## src/rtl/rqbs_pkg.sv

```systemverilog
// ----------------------------------------------------------------------------
// rqbs_pkg: shared types and constants of the ready queue burst scheduler
// Item layouts, event and status codes, slot conditions, register map and
// the command and status bundles between controller and datapath.
// ----------------------------------------------------------------------------
package rqbs_pkg;

  localparam int TABLE_DEPTH_DEF = 16;
  localparam int ID_BITS_DEF     = 16;
  localparam int CFG_ADDR_BITS   = 4;
  localparam int EST_BITS        = 24;

  localparam logic [2:0] KIND_ADMIT  = 3'd0;
  localparam logic [2:0] KIND_TICK   = 3'd1;
  localparam logic [2:0] KIND_FINISH = 3'd2;
  localparam logic [2:0] KIND_BLOCK  = 3'd3;
  localparam logic [2:0] KIND_WAKE   = 3'd4;
  localparam logic [2:0] KIND_ABORT  = 3'd5;

  localparam logic [1:0] STAT_OK      = 2'd0;
  localparam logic [1:0] STAT_FULL    = 2'd1;
  localparam logic [1:0] STAT_UNKNOWN = 2'd2;
  localparam logic [1:0] STAT_IDLE    = 2'd3;

  localparam logic [1:0] COND_READY   = 2'd0;
  localparam logic [1:0] COND_RUNNING = 2'd1;
  localparam logic [1:0] COND_BLOCKED = 2'd2;

  localparam logic [1:0] POL_FIFO     = 2'd0;
  localparam logic [1:0] POL_SHORTEST = 2'd1;
  localparam logic [1:0] POL_RATIO    = 2'd2;

  localparam logic [1:0] REG_POLICY   = 2'd0;
  localparam logic [1:0] REG_PREEMPT  = 2'd1;
  localparam logic [1:0] REG_ALPHA    = 2'd2;
  localparam logic [1:0] REG_INIT_EST = 2'd3;

  typedef struct packed {
    logic [2:0]  kind;
    logic [15:0] process_id;
  } in_item_t;

  typedef struct packed {
    logic [15:0] new_id;
    logic        running_valid;
    logic [15:0] running_id;
    logic        dispatched;
    logic [1:0]  status;
  } out_item_t;

  typedef struct packed {
    logic [1:0]  policy;
    logic        preempt_on_arrival;
    logic [8:0]  alpha;
    logic [15:0] initial_estimate;
  } cfg_t;

  typedef struct packed {
    logic capture;
    logic clr_idx;
    logic inc_idx;
    logic find_chk;
    logic apply;
    logic sel_start;
    logic sel_mul;
    logic sel_cmp;
    logic dispatch;
    logic load_out;
  } ctrl_cmd_t;

  typedef struct packed {
    logic needs_find;
    logic idx_last;
    logic sel_skip;
    logic stay_running;
    logic out_free;
  } dp_status_t;

endpackage

```

## src/rtl/rqbs_ctrl.sv

```systemverilog
// ----------------------------------------------------------------------------
// rqbs_ctrl: event sequencer
// Steps one event through the id search, the table update, the selection
// scan and the hand-off to the output register.
// ----------------------------------------------------------------------------
module rqbs_ctrl
  import rqbs_pkg::*;
(
  input  logic       clk,
  input  logic       rst,
  input  logic       in_valid,
  input  dp_status_t st,
  output ctrl_cmd_t  cmd,
  output logic       busy
);

  typedef enum logic [8:0] {
    S_IDLE     = 9'b000000001,
    S_FIND_RD  = 9'b000000010,
    S_FIND_CHK = 9'b000000100,
    S_APPLY    = 9'b000001000,
    S_SEL_RD   = 9'b000010000,
    S_SEL_MUL  = 9'b000100000,
    S_SEL_CMP  = 9'b001000000,
    S_SEL_DONE = 9'b010000000,
    S_FINISH   = 9'b100000000
  } state_t;

  state_t state, state_next;

  always_ff @(posedge clk) begin
    if (rst) begin
      state <= S_IDLE;
    end else begin
      state <= state_next;
    end
  end

  assign busy = (state != S_IDLE);

  always_comb begin
    cmd = '0;
    state_next = state;
    case (state)
      S_IDLE: begin
        if (in_valid) begin
          cmd.capture = 1'b1;
          cmd.clr_idx = 1'b1;
          state_next = st.needs_find ? S_FIND_RD : S_APPLY;
        end
      end
      S_FIND_RD: begin
        state_next = S_FIND_CHK;
      end
      S_FIND_CHK: begin
        cmd.find_chk = 1'b1;
        if (st.idx_last) begin
          state_next = S_APPLY;
        end else begin
          cmd.inc_idx = 1'b1;
          state_next = S_FIND_RD;
        end
      end
      S_APPLY: begin
        cmd.apply = 1'b1;
        cmd.clr_idx = 1'b1;
        cmd.sel_start = 1'b1;
        state_next = st.stay_running ? S_FINISH : S_SEL_RD;
      end
      S_SEL_RD: begin
        if (st.sel_skip) begin
          if (st.idx_last) begin
            state_next = S_SEL_DONE;
          end else begin
            cmd.inc_idx = 1'b1;
          end
        end else begin
          state_next = S_SEL_MUL;
        end
      end
      S_SEL_MUL: begin
        cmd.sel_mul = 1'b1;
        state_next = S_SEL_CMP;
      end
      S_SEL_CMP: begin
        cmd.sel_cmp = 1'b1;
        if (st.idx_last) begin
          state_next = S_SEL_DONE;
        end else begin
          cmd.inc_idx = 1'b1;
          state_next = S_SEL_RD;
        end
      end
      S_SEL_DONE: begin
        cmd.dispatch = 1'b1;
        state_next = S_FINISH;
      end
      S_FINISH: begin
        if (st.out_free) begin
          cmd.load_out = 1'b1;
          state_next = S_IDLE;
        end
      end
      default: begin
        state_next = S_IDLE;
      end
    endcase
  end

endmodule

```

## config.mk

```make
export PLATFORM = sky130hd
export DESIGN_NAME = rqbs_ctrl
export DESIGN_NICKNAME = d
export VERILOG_FILES = /design/src/rtl/rqbs_pkg.sv /design/src/rtl/rqbs_ctrl.sv
export SDC_FILE = /design/constraint.sdc
export NUM_CORES = 1
export LEC_CHECK = 0
export CAP_MARGIN = 25
export CELL_PAD_IN_SITES_DETAIL_PLACEMENT = 1
export CELL_PAD_IN_SITES_GLOBAL_PLACEMENT = 2
export CORE_MARGIN = 2
export CORE_UTILIZATION = 29
export CTS_BUF_LIST = sky130_fd_sc_hd__clkbuf_16
export CTS_CLUSTER_DIAMETER = 80
export DETAILED_ROUTE_END_ITERATION = 10
export DONT_BUFFER_PORTS = 1
export HOLD_SLACK_MARGIN = 0.05
export PLACE_DENSITY = 0.75
export SKIP_CTS_REPAIR_TIMING = 1
export SLEW_MARGIN = 20
export SYNTH_ARGS = -nofsm -noshare
export SYNTH_HDL_FRONTEND = slang
export SYNTH_SLANG_ARGS = --single-unit
```

## constraint.sdc

```tcl
create_clock -name clk -period 1.3 [get_ports clk]
set_input_delay 0.065 -clock clk [delete_from_list [all_inputs] [get_ports clk]]
set_output_delay 0.065 -clock clk [all_outputs]
set_load 0.05 [all_outputs]
```

==> results of run 1 <==
## kinds of logic (layout without fill, tap and decap cells)
kind of cell	after synthesis	after routing	share of synthesized area
xor gates and xnor gates	1	1	0.01417
buffers and inverters	9	57	0.06881
DFF	9	9	0.2915
AOI/OAI and AO/OA	15	15	0.1701
and+or+nand+nor	42	42	0.4555
## per-stage QoR
step           instances  cell area [sq um]  hold slack, ns  TNS (ns)  power (mW)
2_1_floorplan         76              706.9          0.1341    -3.342      0.6315
3_3_place_gp         137               1062          0.1381    -1.798      0.8634
3_5_place_dp         137               1062          0.1366    -2.557      0.8815
4_1_cts              141               1141        -0.09566    -6.628       1.440
5_1_grt              151               1323         0.06764    -7.500       1.608
6_report             151               1323         0.05822    -6.521       1.562
## critical path, stage by stage, from the launching register on
cell and delay, ns:
dfxtp_4 0.36, nor3_4 0.20, buf_6 0.13, nand2_4 0.06, or3_4 0.40, a21oi_4 0.17
buf_12 0.15
## power by group through the flow
stage / combinational [mW] / clock [mW] / sequential [mW]
after detailed placement: 0.563 / 0 / 0.318
after global placement: 0.547 / 0 / 0.317
after global routing: 0.713 / 0.572 / 0.324
after CTS: 0.574 / 0.550 / 0.315
final: 0.690 / 0.551 / 0.321
after floorplan: 0.310 / 0 / 0.321
## final cells by class
type	instances	area [sq um]	area share
well taps	27	33.78	0.02554
repair buffers	47	461.7	0.3491
flip-flops and latches	9	193.9	0.1466
clock buffers	3	75.07	0.05676
multi-input cells	58	526.8	0.3983
inverters	6	27.53	0.02081
clock inverters	1	3.754	0.002838
## worst max path at each step
stage / slack (ns) / cells after the start / end
3_3_place_gp: -0.22 / 6 / cmd[7]
4_1_cts: -0.58 / 6 / cmd[7]
5_1_grt: -0.52 / 7 / cmd[7]
6_report: -0.48 / 6 / cmd[7]
2_1_floorplan: -0.32 / 6 / state[3]
3_5_place_dp: -0.27 / 6 / cmd[7]
## cells in the mapped netlist, types with 3 or more instances
master / instances / area (sq um)
a21oi_1: 4 / 20.02
dfxtp_1: 9 / 180.2
inv_1: 6 / 22.52
nand2_1: 5 / 18.77
nand4_1: 3 / 18.77
nor2_1: 6 / 22.52
nor3_1: 6 / 30.03
o21a_1: 3 / 22.52
## metal layers
metal / track usage / vias to the layer above / routed length (microns)
met2: 0.4671 / 41 / 1925
met4: 0.1481 / 0 / 117
met3: 0.07738 / 10 / 205
met5: 0 / - / 0
li1: - / 389 / -
met1: 0.2934 / 428 / 1423
==> impl_metrics.csv, run 1 <==
group,metric,value,unit
finish,layout_commonest_cell,"buf_4",
critical_path,reg2reg_to,"state[4]",
critical_path,setup.worst_path.class,"reg2out",
cts,clk_path_buf_depth,2,
global_route,grt_pass1_vias,911,
critical_path,rr_startpoint,"state[2]",
critical_path,cp-start-kind,"register",
yosys,async_flop_share,0,
critical_path,startpoint,"state[3]",
global_route,grt_max_degree,10,
cts,clkTransAtPathRegs,0.04,ns
finish,final_cell_mix,"32 x buf_4, 6 x buf_12",
placed_design,gp_congestion,0.8614,
finish,diodes,0,
critical_path,r2r_slack,-0.41,ns
finish,fin_util,0.6673,
global_route,grt_overflow,0,
cts,cts_tree,"yes",
critical_path,arrival,1.72,ns
hold_path,min_to,"state[7]",
floorplanning,io_pins,19,
route,wl,3672,microns
route,wl_per_cell,24.32,microns
power,p_sw,0.5507,mW
timing,finalWorstSetupSlack,-0.4804,ns
hold_path,min_path_cells,1,
floorplanning,die_area,2517,sq um
yosys,synth_area,618.1,sq um
floorplanning,start_util,0.3119,
critical_path,rr_worst_depth,6,
yosys,yosysWarnings,0,
yosys,yosysSeqAreaShare,0.2915,
hold_path,hp-class,"in2reg",
timing,finalSetupViolCount,20,
timing,rsz0062_at_grt,"yes",
run_status,status,"complete, but fails checks",
global_route,track_usage,0.2701,
global_route,grt_pass1_wl,4912,microns
placed_design,port_buffers,0,
yosys,yosysUniqueCellTypes,34,
floorplanning,die_w,50.17,microns
critical_path,cp.required,1.24,ns
floorplanning,core_area,1982,sq um
power,power_density,1181,nW/um^2
power,peakVddDrop,0.0008379,V
timing,min_period,1.780,ns
cts,worstSkewPairLatency,0.23,ns
yosys,synth_ff_type,"dfxtp_1",
timing,slew_headroom,0.7216,
placed_design,dp_slack,-0.2695,ns
timing,timing.fmax,561.7,MHz
finish,top_regs,"state (9)",
finish,regMostFlops,"state",
timing,worst_pin_slew,0.4167,ns
floorplanning,die_y,50.17,microns
finish,drive_gt1_frac,0.6129,
yosys,synth_edf_count,0,
timing,fin_skew,0.003522,ns
critical_path,path_max_fanout,4,
cts,numCtsBuffers,3,
yosys,synth_cells,76,
route,drtAntennaViolNets,0,
timing,final_hold_viol_count,0,
yosys,ys_ff_latch,9,
cts,clock-sinks,9,
finish,syn_to_final_growth,114.0,%
route,drt_iter0_drc,20,
run,max_cap_viol_count,0,
route,vias,868,
floorplanning,row_count,16,
power,p_clk_frac,0.353,
route,viasPerCell,5.748,
power,p_sw_frac,0.3526,
power,power.leakage,0.5470,nW
placed_design,post-dp-hpwl,1990,microns
finish,largest_reg_flops,9,
power,seqPwrFrac,0.206,
global_route,grt_antenna_before_repair,0,
finish,layout.nets,133,
cts,cts_root_buf,"clkbuf_16",
power,p_int,1.011,mW
yosys,avgSynthCellArea,8.133,sq um
timing,slew_violations,0,
finish,fill_cells,200,
cts,clock_tree.htree_level_count,1,
timing,period_share,1.370,
critical_path,worstSetupEndpointType,"output port",
yosys,synthesis.nets,84,
route,drt_first_pass_iters,4,
run_status,violations,"negative setup slack",
power,pwr-share-comb,0.442,
route,drc,0,
hold_path,min_from,"st[3]",
Note: power is estimated with default switching activity, not from simulation.
==> run 2, diff against run 1 <==
Settings changed: CORE_MARGIN 2 to 1.
==> run 2 against run 1 <==
Effect of this change:
- the flow still finishes with violations (negative setup slack)
- clock-buffer cell count is the same
- combinational power grew 5.8%
- non-clock buffer count shrank 4
- sequential share of layout area shrank 0.31 points
- via count shrank 2.0%
- worst setup slack lost 0.057 ns
- clock skew shrank 0.0028 ns
- final cell count shrank 2.6%
- global-route usage grew 0.58 points
- power grew 4.0%
- register-to-register slack gained 0.04 ns
- critical path type unchanged
- largest power group unchanged
==> impl_metrics.csv, run 2 (synthesis results as in run 1) <==
group,metric,value,unit
run_status,status,"complete, but fails checks",
run_status,violations,"negative setup slack",
placed_design,port_buffers,0,
global_route,grt_max_degree,10,
timing,timing.fmax,544.1,MHz
cts,worstSkewPairLatency,0.25,ns
global_route,use_met2,0.5013,
cts,numCtsBuffers,3,
global_route,grt_antenna_before_repair,0,
finish,largest_reg_flops,9,
finish,regMostFlops,"state",
critical_path,path_max_fanout,4,
hold_path,hp-class,"in2reg",
timing,fin_hold_ws,0.04867,ns
route,vias,851,
timing,final_hold_viol_count,0,
cts,clk_path_buf_depth,2,
run,max_cap_viol_count,0,
hold_path,min_path_cells,3,
power,p_int,1.033,mW
critical_path,crit_family,"buffers and inverters",
timing,slew_headroom,0.7707,
hold_path,min_from,"rst",
finish,layout_commonest_cell,"buf_4",
critical_path,setup.worst_path.class,"reg2out",
critical_path,cp-start-kind,"register",
route,drt_iter0_drc,17,
power,p_sw_frac,0.3643,
finish,diodes,0,
cts,clock-sinks,9,
critical_path,reg2reg_to,"state[7]",
timing,min_period,1.838,ns
timing,worst_pin_slew,0.3391,ns
route,drc,0,
global_route,grt_pass1_vias,835,
timing,slew_violations,0,
global_route,met1_usage,0.2506,
global_route,grtUsageMet3,0.08519,
global_route,grt_pass1_wl,4022,microns
power,power_density,1218,nW/um^2
route,viasPerCell,5.789,
timing,rsz0062_at_grt,"yes",
route,drt_first_pass_iters,4,
placed_design,gp_congestion,0.8510,
timing,fin_skew,0.0007513,ns
critical_path,arrival,1.77,ns
route,wl,3638,microns
floorplanning,row_count,16,
critical_path,r2r_slack,-0.37,ns
global_route,grt_overflow,0,
cts,cts_tree,"yes",
placed_design,post-dp-hpwl,1944,microns
power,p_sw,0.5917,mW
floorplanning,die_y,48.17,microns
cts,clkTransAtPathRegs,0.04,ns
floorplanning,io_pins,19,
critical_path,path_buf_inv,3,
route,wl_per_cell,24.75,microns
finish,drive_gt1_frac,0.6333,
cts,cts_root_buf,"clkbuf_16",
finish,syn_to_final_growth,115.8,%
critical_path,rr_worst_depth,6,
critical_path,max_stage_delay,0.37,ns
timing,finalWorstSetupSlack,-0.5379,ns
critical_path,slowest_stage,"nor4_4",
finish,top_regs,"state (9)",
floorplanning,core_area,1982,sq um
hold_path,min_to,"state[6]",
power,total_power,1.624,mW
route,drtAntennaViolNets,0,
floorplanning,die_w,48.17,microns
power,p_clk_frac,0.352,
power,pwr-share-comb,0.449,
power,peakVddDrop,0.001078,V
global_route,grt_busiest_layer,"met2",
placed_design,place_inst,135,
floorplanning,start_util,0.3119,
timing,tns,-7.094,ns
timing,finalSetupViolCount,20,
finish,final_cell_mix,"23 x buf_4, 10 x buf_6, 6 x buf_12, 6 x dfxtp_2",
critical_path,worstSetupEndpointType,"output port",
critical_path,path_cells,"nor4_4, buf_4, nand4b_1, buf_4, a21oi_4, buf_12",
cts,clock_tree.htree_level_count,1,
timing,period_share,1.414,
critical_path,rr_startpoint,"state[3]",
floorplanning,die_area,2320,sq um
power,seqPwrFrac,0.198,
finish,layout.nets,129,
finish,finalNonFillerCells,147,
global_route,track_usage,0.2759,
critical_path,cp.required,1.24,ns
power,power.leakage,0.5387,nW
critical_path,path_common_cell,"buf_4",
[run 2: layout make-up]
class,instances,area (sq um)
Tap cell,27,33.78
Multi-Input combinational cell,58,554.3
Fill cell,202,648.1
Clock inverter,1,3.754
Timing Repair Buffer,43,450.4
Clock buffer,3,75.07
Sequential cell,9,191.4
Inverter,6,25.02
[run 2: per-stage QoR]
step | util | instance area, sq um | worst slack [ns]
after detailed placement | 0.5284 | 1047 | -0.2673
after global placement | 0.5284 | 1047 | -0.2131
after floorplan | - | 706.9 | -0.3200
after global routing | 0.6730 | 1334 | -0.5817
final | 0.6730 | 1334 | -0.5379
after CTS | 0.5682 | 1126 | -0.5950
[run 2: power groups by stage]
stage / sequential (mW) / clock, mW / combinational [mW]
after global routing: 0.323 / 0.584 / 0.750
after global placement: 0.315 / 0 / 0.544
final: 0.322 / 0.573 / 0.730
after floorplan: 0.321 / 0 / 0.310
after detailed placement: 0.316 / 0 / 0.566
after CTS: 0.313 / 0.555 / 0.583
[run 2: layer usage]
metal	wire (microns)	vias to the layer above
li1	-	371
met1	1322	413
met2	1890	48
met3	216	19
met4	209	0
met5	0	-
[run 2: worst register-to-register path: stages, from the launching register on]
cell	delay (ns)
dfxtp_4	0.36
nor4_4	0.37
buf_4	0.20
buf_6	0.10
a41oi_2	0.12
buf_4	0.18
and4b_1	0.21
[run 2: worst max path at each step]
| stage | start | end | slack [ns] | cells past startpoint |
|---|---|---|---|---|
| 2_1_floorplan | state[4] | state[3] | -0.32 | 6 |
| 4_1_cts | state[7] | cmd[7] | -0.59 | 6 |
| 3_3_place_gp | state[7] | cmd[7] | -0.21 | 6 |
| 6_report | state[3] | cmd[7] | -0.54 | 6 |
| 5_1_grt | state[3] | cmd[7] | -0.58 | 6 |
| 3_5_place_dp | state[7] | cmd[7] | -0.27 | 6 |
==> run 3, diff against run 2 <==
Settings changed: CORE_MARGIN 1 to 1.5, CORE_UTILIZATION 29 to 35, PLACE_DENSITY 0.75 to 0.84.
Clock period 1.3 ns to 2.4 ns, I/O delays scaled along.
==> run 3 against run 2 <==
Effect of this change:
- the run now ends clean
- sequential power down 45%
- non-clock buffer count down 33
- sequential cell count unchanged
- global-route usage down 6.9 points
- clock power down 48%
- critical path depth down 1
- clock skew about the same
- design area down 41%
- combinational power down 75%
- worst setup slack better by 0.95 ns
==> impl_metrics.csv, run 3 (synthesis results as in run 1) <==
group,metric,value,unit
critical_path,crit_family,"simple AND/OR/NAND/NOR gates",
route,viasPerCell,6.144,
finish,layout.nets,96,
power,power.leakage,0.3268,nW
hold_path,hp-class,"in2reg",
floorplanning,die_w,45.03,microns
route,vias,639,
finish,top_regs,"state (9)",
timing,period_share,0.8297,
route,drtAntennaViolNets,0,
global_route,track_usage,0.2064,
timing,timing.fmax,502.2,MHz
floorplanning,die_area,2027,sq um
floorplanning,row_count,15,
placed_design,postPlaceCellArea,693.2,sq um
route,wl_per_cell,17.38,microns
placed_design,gp_congestion,0.8383,
timing,rsz0062_at_grt,"no",
cts,cts_root_buf,"clkbuf_16",
power,power_density,840.4,nW/um^2
global_route,grt_pass1_vias,653,
cts,numCtsBuffers,3,
route,highest_layer,"met4",
critical_path,max_stage_delay,0.40,ns
cts,cts_tree,"yes",
placed_design,port_buffers,0,
finish,fill_cells,207,
finish,diodes,0,
critical_path,cp-start-kind,"register",
cts,clock-sinks,9,
finish,regArea,180.2,sq um
finish,final_area,783.3,sq um
critical_path,worstSetupEndpointType,"output port",
placed_design,dp_slack,0.6917,ns
critical_path,arrival,1.87,ns
global_route,grt_overflow,0,
cts,clock_tree.htree_level_count,1,
finish,drive_gt1_frac,0.2069,
cts,clk_path_buf_depth,2,
timing,fin_skew,0.001155,ns
floorplanning,die_y,45.03,microns
finish,largest_reg_flops,9,
timing,final_hold_viol_count,0,
run_status,status,"complete, no violations",
timing,tns,0,ns
floorplanning,core_area,1689,sq um
cts,worstSkewPairLatency,0.23,ns
floorplanning,io_pins,19,
critical_path,cp.required,2.28,ns
route,drt_iter0_drc,8,
route,wl_met3,113,microns
cts,clkTransAtPathRegs,0.04,ns
global_route,grt_max_degree,11,
route,drt_first_pass_iters,4,
route,wl,1808,microns
finish,multiInputGateArea,401.6,sq um
timing,slew_headroom,0.6921,
timing,slew_violations,0,
timing,worst_pin_slew,0.4584,ns
route,drc,0,
placed_design,post-dp-hpwl,1274,microns
critical_path,path_buf_inv,1,
critical_path,setup.worst_path.class,"reg2out",
critical_path,path_cells,"nor3_4, nand2_4, or3_1, a21oi_1, buf_4",
finish,regMostFlops,"state",
floorplanning,start_util,0.3659,
timing,min_period,1.991,ns
route,wl_met2,860,microns
route,drt-met1-wl,823,microns
global_route,grt_antenna_before_repair,0,
critical_path,path_max_fanout,7,
timing,fin_hold_ws,0.04947,ns
finish,final_cell_mix,"9 x buf_4, 9 x dfxtp_1, 6 x nor3_1, 6 x inv_1, 6 x nor2_1",
run,max_cap_viol_count,0,
finish,syn_to_final_growth,26.72,%
critical_path,slowest_stage,"nor3_4",
timing,finalWorstSetupSlack,0.4087,ns
timing,finalSetupViolCount,0,
power,peakVddDrop,0.0004548,V
global_route,grt_pass1_wl,2980,microns
[run 3: final timing paths]
path                    to  slack (ns)  startpoint  cells past startpoint
setup / recovery    cmd[7]        0.41    state[1]                      5
hold / removal    state[3]        0.05       st[3]                      2
setup reg to reg  state[1]        0.71    state[4]                      5
hold reg to reg   state[2]        0.61    state[1]                      2
[run 3: per-stage QoR]
step                        util  std cells  total power, mW
after global routing      0.4637        104           0.6853
after CTS                 0.4578        103           0.6636
after detailed placement  0.4104         99           0.3600
after global placement    0.4104         99           0.3559
final                     0.4637        104           0.6582
after floorplan                -         76           0.3157
[run 3: layer usage]
layer  vias to the layer above  GRT usage
met5                         -          0
met4                         0    0.08235
met3                         2    0.07600
met2                        24     0.3000
met1                       302     0.2759
li1                        311          -
[run 3: report_power, final]
| part | switching (mW) | internal (mW) |
|---|---|---|
| clock network | 0.0766 | 0.220 |
| registers | 0.0171 | 0.159 |
| logic | 0.125 | 0.0613 |
| total | 0.218 | 0.440 |
[run 3: final cells by class]
cell class	instances	area share
well taps	17	0.02716
clock buffers	3	0.09585
inverters	6	0.02875
multi-input cells	58	0.5128
flip-flops and latches	9	0.2300
clock inverters	1	0.006390
repair buffers	10	0.09904
